**src/rtl/dcrc_pkg.sv**
```systemverilog
package dcrc_pkg;

    // Word widths on the stream ports
    localparam int S_TDATA_W = 176;
    localparam int M_TDATA_W = 216;
    localparam int M_TUSER_W = 8;

    // Default depth of the queue between the front and back parts
    localparam int QUEUE_DEPTH_DEF = 2;

    // Header codes
    localparam logic [15:0] ETH_IPV4    = 16'h0800;
    localparam logic [15:0] ETH_IPV6    = 16'h86DD;
    localparam logic [7:0]  PROTO_TCP   = 8'd6;
    localparam logic [7:0]  PROTO_UDP   = 8'd17;
    localparam logic [15:0] SERVER_PORT_RST = 16'd53;

    // Frame length minima
    localparam logic [15:0] MIN_LEN_V4     = 16'd54;
    localparam logic [15:0] MIN_LEN_V6     = 16'd74;
    localparam logic [15:0] MIN_TCP_DNS_V4 = 16'd68;
    localparam logic [15:0] MIN_TCP_DNS_V6 = 16'd88;
    localparam logic [15:0] IPV4_HDR_BYTES = 16'd20;

    // TCP flag masks
    localparam logic [7:0] FLAGS_SYN_ACK  = 8'h12;
    localparam logic [7:0] FLAGS_SYN_FIN  = 8'h03;
    localparam logic [7:0] FLAGS_ACK      = 8'h10;
    localparam logic [7:0] FLAGS_FIN_ACK  = 8'h11;

    typedef enum logic [2:0] {
        ACT_DROP      = 3'd0,
        ACT_ACK       = 3'd1,
        ACT_ACK_QUERY = 3'd2,
        ACT_FIN_ACK   = 3'd3,
        ACT_UDP       = 3'd4
    } action_t;

    // Classified word passed from the front part to the back part
    typedef struct packed {
        action_t     action;
        logic        count_rsp;
        logic [3:0]  rcode;
        logic [15:0] frame_len;
        logic [31:0] seq_number;
        logic [31:0] ack_number;
        logic [15:0] ack_add;
        logic [15:0] rx_sport;
        logic [15:0] rx_dport;
    } cls_word_t;

endpackage

```
**src/rtl/dcrc_front.sv**
```systemverilog
module dcrc_front (
    input  logic                        aclk,
    input  logic                        aresetn,
    input  logic                        cfg_wr_en,
    input  logic [15:0]                 cfg_wr_data,
    input  logic                        s_tvalid,
    output logic                        s_tready,
    input  logic [dcrc_pkg::S_TDATA_W-1:0] s_tdata,
    output logic                        cls_valid,
    input  logic                        cls_ready,
    output dcrc_pkg::cls_word_t         cls_word
);
    import dcrc_pkg::*;

    logic [15:0] server_port_reg;
    logic        valid_reg;
    cls_word_t   word_reg;
    cls_word_t   word_next;

    // Unpack the input word
    logic [15:0] frame_len;
    logic [15:0] eth_kind;
    logic [7:0]  ip_proto;
    logic [15:0] ip_length;
    logic [7:0]  tcp_offset_byte;
    logic [15:0] l4_src_port;
    logic [15:0] l4_dst_port;
    logic [7:0]  tcp_flag_bits;
    logic [31:0] seq_number;
    logic [31:0] ack_number;
    logic [3:0]  dns_rcode;

    assign frame_len       = s_tdata[15:0];
    assign eth_kind        = s_tdata[31:16];
    assign ip_proto        = s_tdata[39:32];
    assign ip_length       = s_tdata[55:40];
    assign tcp_offset_byte = s_tdata[63:56];
    assign l4_src_port     = s_tdata[79:64];
    assign l4_dst_port     = s_tdata[95:80];
    assign tcp_flag_bits   = s_tdata[103:96];
    assign seq_number      = s_tdata[135:104];
    assign ack_number      = s_tdata[167:136];
    assign dns_rcode       = s_tdata[171:168];

    logic        is_v4;
    logic        l3_ok;
    logic        is_tcp;
    logic        is_udp;
    logic        port_ok;
    logic [15:0] tcp_dns_min;
    logic [15:0] pay_len;
    action_t     action;

    // Classify the frame and pick the action
    always_comb begin
        is_v4       = (eth_kind == ETH_IPV4);
        l3_ok       = (frame_len >= MIN_LEN_V4) &&
                      (is_v4 || ((eth_kind == ETH_IPV6) && (frame_len >= MIN_LEN_V6)));
        is_tcp      = l3_ok && (ip_proto == PROTO_TCP);
        is_udp      = l3_ok && (ip_proto == PROTO_UDP);
        port_ok     = (l4_src_port == server_port_reg);
        tcp_dns_min = is_v4 ? MIN_TCP_DNS_V4 : MIN_TCP_DNS_V6;
        action      = ACT_DROP;
        if (is_tcp && port_ok) begin
            if ((tcp_flag_bits & FLAGS_SYN_ACK) == FLAGS_SYN_ACK) begin
                action = ACT_ACK_QUERY;
            end else if ((tcp_flag_bits & FLAGS_SYN_FIN) != 8'h00) begin
                action = ACT_ACK;
            end else if (frame_len >= tcp_dns_min) begin
                action = ACT_FIN_ACK;
            end
        end else if (is_udp && port_ok) begin
            action = ACT_UDP;
        end

        // Payload length; non-positive values acknowledge one byte
        pay_len = ip_length - (is_v4 ? IPV4_HDR_BYTES : 16'd0)
                  - {10'd0, tcp_offset_byte[7:2]};

        word_next           = '0;
        word_next.action    = action;
        word_next.count_rsp = (action == ACT_FIN_ACK) || (action == ACT_UDP);
        word_next.rcode     = dns_rcode;
        word_next.frame_len = frame_len;
        if (action inside {ACT_ACK, ACT_ACK_QUERY, ACT_FIN_ACK}) begin
            word_next.seq_number = seq_number;
            word_next.ack_number = ack_number;
            word_next.ack_add    = ((pay_len != 16'd0) && !pay_len[15]) ?
                                   pay_len : 16'd1;
            word_next.rx_sport   = l4_src_port;
            word_next.rx_dport   = l4_dst_port;
        end
    end

    assign s_tready  = !valid_reg || cls_ready;
    assign cls_valid = valid_reg;
    assign cls_word  = word_reg;

    // Hold the server port and advance the classified word
    always_ff @(posedge aclk) begin
        if (!aresetn) begin
            server_port_reg <= SERVER_PORT_RST;
            valid_reg       <= 1'b0;
        end else begin
            if (cfg_wr_en) begin
                server_port_reg <= cfg_wr_data;
            end
            if (s_tready) begin
                valid_reg <= s_tvalid;
            end
        end
        if (s_tready && s_tvalid) begin
            word_reg <= word_next;
        end
    end

endmodule

```
**src/rtl/dcrc_queue.sv**
```systemverilog
module dcrc_queue #(
    parameter int DEPTH = dcrc_pkg::QUEUE_DEPTH_DEF
) (
    input  logic                aclk,
    input  logic                aresetn,
    input  logic                push_valid,
    output logic                push_ready,
    input  dcrc_pkg::cls_word_t push_word,
    output logic                pop_valid,
    input  logic                pop_ready,
    output dcrc_pkg::cls_word_t pop_word
);
    import dcrc_pkg::*;

    localparam int PTR_W = (DEPTH > 1) ? $clog2(DEPTH) : 1;
    localparam int CNT_W = $clog2(DEPTH + 1);

    cls_word_t          mem [DEPTH];
    logic [PTR_W-1:0]   wr_ptr_reg;
    logic [PTR_W-1:0]   rd_ptr_reg;
    logic [CNT_W-1:0]   count_reg;
    logic               do_push;
    logic               do_pop;

    assign push_ready = (count_reg != CNT_W'(DEPTH));
    assign pop_valid  = (count_reg != '0);
    assign pop_word   = mem[rd_ptr_reg];
    assign do_push    = push_valid && push_ready;
    assign do_pop     = pop_valid && pop_ready;

    // Advance pointers and fill count
    always_ff @(posedge aclk) begin
        if (!aresetn) begin
            wr_ptr_reg <= '0;
            rd_ptr_reg <= '0;
            count_reg  <= '0;
        end else begin
            if (do_push) begin
                wr_ptr_reg <= (wr_ptr_reg == PTR_W'(DEPTH - 1)) ? '0 : wr_ptr_reg + 1'b1;
            end
            if (do_pop) begin
                rd_ptr_reg <= (rd_ptr_reg == PTR_W'(DEPTH - 1)) ? '0 : rd_ptr_reg + 1'b1;
            end
            if (do_push && !do_pop) begin
                count_reg <= count_reg + 1'b1;
            end else if (do_pop && !do_push) begin
                count_reg <= count_reg - 1'b1;
            end
        end
    end

    // Store the incoming word
    always_ff @(posedge aclk) begin
        if (do_push) begin
            mem[wr_ptr_reg] <= push_word;
        end
    end

endmodule

```
**src/rtl/dcrc_back.sv**
```systemverilog
module dcrc_back (
    input  logic                        aclk,
    input  logic                        aresetn,
    input  logic                        cls_valid,
    output logic                        cls_ready,
    input  dcrc_pkg::cls_word_t         cls_word,
    output logic                        m_tvalid,
    input  logic                        m_tready,
    output logic [dcrc_pkg::M_TDATA_W-1:0] m_tdata,
    output logic [dcrc_pkg::M_TUSER_W-1:0] m_tuser
);
    import dcrc_pkg::*;

    logic [47:0] bytes_reg;
    logic [31:0] resp_reg;
    logic [31:0] rcode_cnt_reg [16];

    logic        m_valid_reg;
    action_t     action_reg;
    logic [31:0] reply_seq_reg;
    logic [31:0] reply_ack_reg;
    logic [7:0]  reply_flags_reg;
    logic [15:0] reply_src_reg;
    logic [15:0] reply_dst_reg;
    logic [47:0] bytes_out_reg;
    logic [31:0] resp_out_reg;
    logic [31:0] rcode_out_reg;

    logic        do_pop;
    logic [47:0] bytes_next;
    logic [31:0] resp_next;
    logic [31:0] rcode_cur;
    logic [31:0] rcode_next;
    logic        has_reply;

    assign cls_ready = !m_valid_reg || m_tready;
    assign do_pop    = cls_valid && cls_ready;

    // Update counters for the popped word
    always_comb begin
        bytes_next = bytes_reg + {32'd0, cls_word.frame_len};
        rcode_cur  = rcode_cnt_reg[cls_word.rcode];
        resp_next  = cls_word.count_rsp ? resp_reg + 32'd1 : resp_reg;
        rcode_next = cls_word.count_rsp ? rcode_cur + 32'd1 : rcode_cur;
        has_reply  = (cls_word.action inside {ACT_ACK, ACT_ACK_QUERY, ACT_FIN_ACK});
    end

    // Hold counters and the output word
    always_ff @(posedge aclk) begin
        if (!aresetn) begin
            bytes_reg   <= '0;
            resp_reg    <= '0;
            m_valid_reg <= 1'b0;
            for (int i = 0; i < 16; i++) begin
                rcode_cnt_reg[i] <= '0;
            end
        end else begin
            if (cls_ready) begin
                m_valid_reg <= cls_valid;
            end
            if (do_pop) begin
                bytes_reg                     <= bytes_next;
                resp_reg                      <= resp_next;
                rcode_cnt_reg[cls_word.rcode] <= rcode_next;
            end
        end
        if (do_pop) begin
            action_reg      <= cls_word.action;
            reply_seq_reg   <= cls_word.ack_number;
            reply_ack_reg   <= has_reply ?
                               cls_word.seq_number + {16'd0, cls_word.ack_add} : 32'd0;
            reply_flags_reg <= !has_reply ? 8'h00 :
                               (cls_word.action == ACT_FIN_ACK) ? FLAGS_FIN_ACK : FLAGS_ACK;
            reply_src_reg   <= cls_word.rx_dport;
            reply_dst_reg   <= cls_word.rx_sport;
            bytes_out_reg   <= bytes_next;
            resp_out_reg    <= resp_next;
            rcode_out_reg   <= rcode_next;
        end
    end

    assign m_tvalid = m_valid_reg;
    assign m_tuser  = {5'd0, action_reg};
    assign m_tdata  = {rcode_out_reg, resp_out_reg, bytes_out_reg, reply_dst_reg,
                       reply_src_reg, reply_flags_reg, reply_ack_reg, reply_seq_reg};

endmodule

```
**src/rtl/dns_client_reply_classifier_unit.sv**
```systemverilog
// Classifies one parsed frame header per word and reports the client's reaction
// (drop, ack, ack then query, fin-ack response, udp response) with the reply TCP
// numbers and the running byte, response and per-rcode counters. A word can be
// accepted every clock while the output is not stalled; its result word passes
// through the front register, a queue entry and the back register before it is
// presented. The back part's counter update (one 48-bit byte add and one
// rcode counter read-modify-write) sets that one-word-per-clock figure.
// A queue of QUEUE_DEPTH words sits between the classifying front part and the
// counting back part. server_port resets to 53 and is written through cfg_wr_en.
module dns_client_reply_classifier_unit #(
    parameter int QUEUE_DEPTH = dcrc_pkg::QUEUE_DEPTH_DEF
) (
    input  logic                            aclk,
    input  logic                            aresetn,
    input  logic                            cfg_wr_en,
    input  logic [15:0]                     cfg_wr_data,   // server_port
    input  logic                            s_tvalid,
    output logic                            s_tready,
    // frame_len, eth_kind, ip_proto, ip_length, tcp_offset_byte, l4_src_port,
    // l4_dst_port, tcp_flag_bits, seq_number, ack_number, dns_rcode, zero pad
    input  logic [dcrc_pkg::S_TDATA_W-1:0]  s_tdata,
    output logic                            m_tvalid,
    input  logic                            m_tready,
    // reply_seq, reply_ack, reply_flags, reply_src_port, reply_dst_port,
    // bytes_total, responses_total, rcode_total
    output logic [dcrc_pkg::M_TDATA_W-1:0]  m_tdata,
    // action, zero pad
    output logic [dcrc_pkg::M_TUSER_W-1:0]  m_tuser
);
    import dcrc_pkg::*;

    logic      fr_valid;
    logic      fr_ready;
    cls_word_t fr_word;
    logic      bk_valid;
    logic      bk_ready;
    cls_word_t bk_word;

    dcrc_front u_front (
        .aclk        (aclk),
        .aresetn     (aresetn),
        .cfg_wr_en   (cfg_wr_en),
        .cfg_wr_data (cfg_wr_data),
        .s_tvalid    (s_tvalid),
        .s_tready    (s_tready),
        .s_tdata     (s_tdata),
        .cls_valid   (fr_valid),
        .cls_ready   (fr_ready),
        .cls_word    (fr_word)
    );

    dcrc_queue #(
        .DEPTH (QUEUE_DEPTH)
    ) u_queue (
        .aclk       (aclk),
        .aresetn    (aresetn),
        .push_valid (fr_valid),
        .push_ready (fr_ready),
        .push_word  (fr_word),
        .pop_valid  (bk_valid),
        .pop_ready  (bk_ready),
        .pop_word   (bk_word)
    );

    dcrc_back u_back (
        .aclk      (aclk),
        .aresetn   (aresetn),
        .cls_valid (bk_valid),
        .cls_ready (bk_ready),
        .cls_word  (bk_word),
        .m_tvalid  (m_tvalid),
        .m_tready  (m_tready),
        .m_tdata   (m_tdata),
        .m_tuser   (m_tuser)
    );

endmodule

```
**config.mk**
```make
export PLATFORM = sky130hd
export DESIGN_NAME = dns_client_reply_classifier_unit
export DESIGN_NICKNAME = d
export VERILOG_FILES = /design/src/rtl/dcrc_pkg.sv /design/src/rtl/dcrc_front.sv /design/src/rtl/dcrc_queue.sv /design/src/rtl/dcrc_back.sv /design/src/rtl/dns_client_reply_classifier_unit.sv
export SDC_FILE = /design/constraint.sdc
export NUM_CORES = 2
export LEC_CHECK = 0
export BUFFER_PORTS_ARGS = -buffer_cell sky130_fd_sc_hd__buf_2
export CAP_MARGIN = 20
export CELL_PAD_IN_SITES_DETAIL_PLACEMENT = 0
export CELL_PAD_IN_SITES_GLOBAL_PLACEMENT = 1
export CORE_MARGIN = 2
export CORE_UTILIZATION = 40
export CTS_CLUSTER_DIAMETER = 200
export DETAILED_ROUTE_END_ITERATION = 16
export PLACE_DENSITY_LB_ADDON = 0.1
export REMOVE_ABC_BUFFERS = 1
export SYNTH_ARGS = -nofsm -noshare
export SYNTH_HDL_FRONTEND = slang
export SYNTH_SLANG_ARGS = --single-unit
```
**constraint.sdc**
```tcl
create_clock -name aclk -period 9.7 [get_ports aclk]
set_input_delay 0.97 -clock aclk [delete_from_list [all_inputs] [get_ports aclk]]
set_output_delay 0.97 -clock aclk [all_outputs]
set_load 0.02 [all_outputs]
```
==> impl_metrics.json <==
{
  "die_h_um": 367.8,
  "grt_usage_pct": 21.14,
  "min_path_cells": 1,
  "boundaryPins": 423,
  "synthFlopType": "edfxtp_1",
  "slew_violations": 0,
  "outcome": "complete, no violations",
  "synthMuxAreaShare_pct": 6.041,
  "start_kind": "flop",
  "ys_seq_elements": 1236,
  "die_w_um": 367.8,
  "synthesis.area_um2": 52940,
  "dieArea_um2": 135300,
  "cts_max_path_buffers": 3,
  "path_cells": "buf_4 -> nor3b_1 -> or2_2 -> buf_4 -> o41ai_1 -> nand4_1 -> ha_1 -> nand2_1 -> nand4b_1 -> nor4_4 -> buf_4 -> or4b_4 -> xnor2_4 -> nor2_1",
  "cts_setup_buffers": 0,
  "max_stage_delay_ps": 940,
  "cts_root_buf": "clkbuf_16",
  "synth_xor_area_share_pct": 3.344,
  "num_rows": 133,
  "clk_latency_ps": 770,
  "synth_most_common_cell": "edfxtp_1",
  "cts_tree": "yes",
  "cts.sinks": 1236,
  "hp-class": "input port to flop",
  "layout-drive-gt1-share_pct": 22.01,
  "min_period_ps": 5987,
  "rrSetupSlack_ps": 3710,
  "drt-initial-drc-count": 2395,
  "syn_to_final_growth_pct": 15.72,
  "grt_pass1_vias": 32300,
  "synth.top_cells.by_count": "edfxtp_1, nor2_1, nand2_1",
  "routedWlPerCell_um": 23.57,
  "ys_seq_area_share_pct": 68.16,
  "antenna_found_initial": 16,
  "cts_hold_buffers": 0,
  "synthDistinctLibCells": 88,
  "yosysTopAreaCell": "edfxtp_1",
  "htreeDepth": 4,
  "reg2regPathDepth": 14,
  "routed_wl_um": 144100,
  "synth-async-reset-ratio_pct": 0,
  "yosysWarnings": 0,
  "critPathKind": "flop to flop",
  "post-dp-hpwl_um": 84390,
  "max_freq_ghz": 0.1670,
  "grt_overflow_total": 0,
  "final_util_pct": 46.60,
  "grt_pass1_wl_um": 212400,
  "synth_cells": 3839,
  "synth_edf_count": 1133,
  "largest_register_ffs": 512,
  "finalHoldViolCount": 0,
  "core_um2": 131500,
  "leakagePower_nw": 22.21,
  "cpMostUsedCell": "buf_4",
  "slowest_stage": "dfxtp_4",
  "ir_worst_vdd_mv": 0.1872,
  "grt_max_degree": 126,
  "cp_top_family": "simple AND/OR/NAND/NOR gates",
  "ctsResizeCount": 0,
  "synth_compound_area_share_pct": 6.726,
  "clock_skew_ps": 28.30,
  "p_per_area_nw_per_um2": 266.6,
  "synthTopCellsByArea": "edfxtp_1, nor2_1, dfxtp_1, mux4_2, o21a_1",
  "tightest_slew_ps": 994.9,
  "crit_fanout": 66,
  "portBuffers": 400,
  "synth_top_family_by_area": "simple AND/OR/NAND/NOR gates",
  "final-setup-viol-count": 0,
  "syn_avg_cell_area_um2": 13.79,
  "path_buf_inv": 3,
  "max_slew_margin_pct": 33.67,
  "post_synth_and_or_nand_nor_area_fraction_pct": 11.59,
  "nets": 4490,
  "initial_core_util_pct": 40.27,
  "vias": 32280,
  "finalCritPeriodShare_pct": 61.72,
  "firstDrtPassIters": 5,
  "synth_top_area_share_pct": 64.26,
  "end_kind": "flop",
  "cts.clk_slew.worst_paths_ps": 60,
  "worst_hold_slack_ps": 384.7,
  "drc_errors": 0,
  "cp.depth": 14,
  "maxCapViolCount": 0,
  "drtAntennaViolNets": 0,
  "vias_per_cell": 5.278,
  "cts_buffers": 139,
  "grt_setup_unrepaired": "no",
  "place_congestion": 0.7763,
  "crit_arrival_ps": 6470,
  "synth_fa_ha_area_share_pct": 1.276,
  "required_ps": 10180,
  "fill_cells": 11940
}
-- logic make-up after synthesis --
logic type / after synthesis
buf+inv: 327
flops: 1236
compound gates: 501
xor+xnor: 194
mux: 218
fa+ha+maj: 51
simple gates: 1311
other cells: 1
-- layer usage --
layer / vias up / track usage [%] / share of wire, %
met5: - / 0 / 0.031
met4: 8 / 6.617 / 2.5
met3: 224 / 3.589 / 5.8
met2: 916 / 34.48 / 48
met1: 16270 / 28.90 / 44
li1: 14860 / - / -
-- cell usage in the layout, fill, tap and decap left out, types with 74 or more instances in the layout --
cell	n
inv_1	74
clkbuf_16	143
nand2_1	180
and2_1	108
buf_2	400
o21a_1	190
xor2_1	98
edfxtp_1	1133
dfxtp_1	102
nor2_1	657
xnor2_1	88
a21oi_1	78
mux2_2	112
buf_4	93
-- report_power, final --
part,switching (mW),internal (mW),leakage [nW]
sequential,0.252,6.73,12.1
combinational,2.91,1.32,7.96
clock,2.16,2.95,2.15
total,5.33,11.0,22.2
-- cell type report --
cell class	count	area [um2]	share of cell area, %
clock inverters	79	699.4	1.142
clock buffers	173	3691	6.025
diodes	7	17.52	0.02859
repair buffers	496	2768	4.518
inverters	82	316.6	0.5167
multi-input cells	2287	15490	25.28
flip-flops and latches	1236	36090	58.91
well taps	1755	2196	3.584
-- through the flow --
step	total power [mW]	setup slack, ps	cell area [um2]	instances	TNS (ps)
after global routing	17.10	3343	61260	6111	0
after CTS	16.57	3652	61220	6107	0
after global placement	11.38	3654	56830	5855	0
final	16.34	3713	61270	6115	0
after floorplan	9.851	-405.2	51780	3605	-63830
after detailed placement	11.40	3636	56830	5855	0
-- path summary, 6_finish.rpt --
kind	start	to
worst min-delay path	s_tdata[171]	u_front.cls_word[131]
worst max register to register	flop	u_back.rcode_cnt_reg[7][24]
worst max-delay path	flop	u_back.rcode_cnt_reg[7][24]
worst min register to register	u_front.cls_word[24]	u_queue.mem[1][24]
Note: power is estimated with default switching activity, not from simulation.
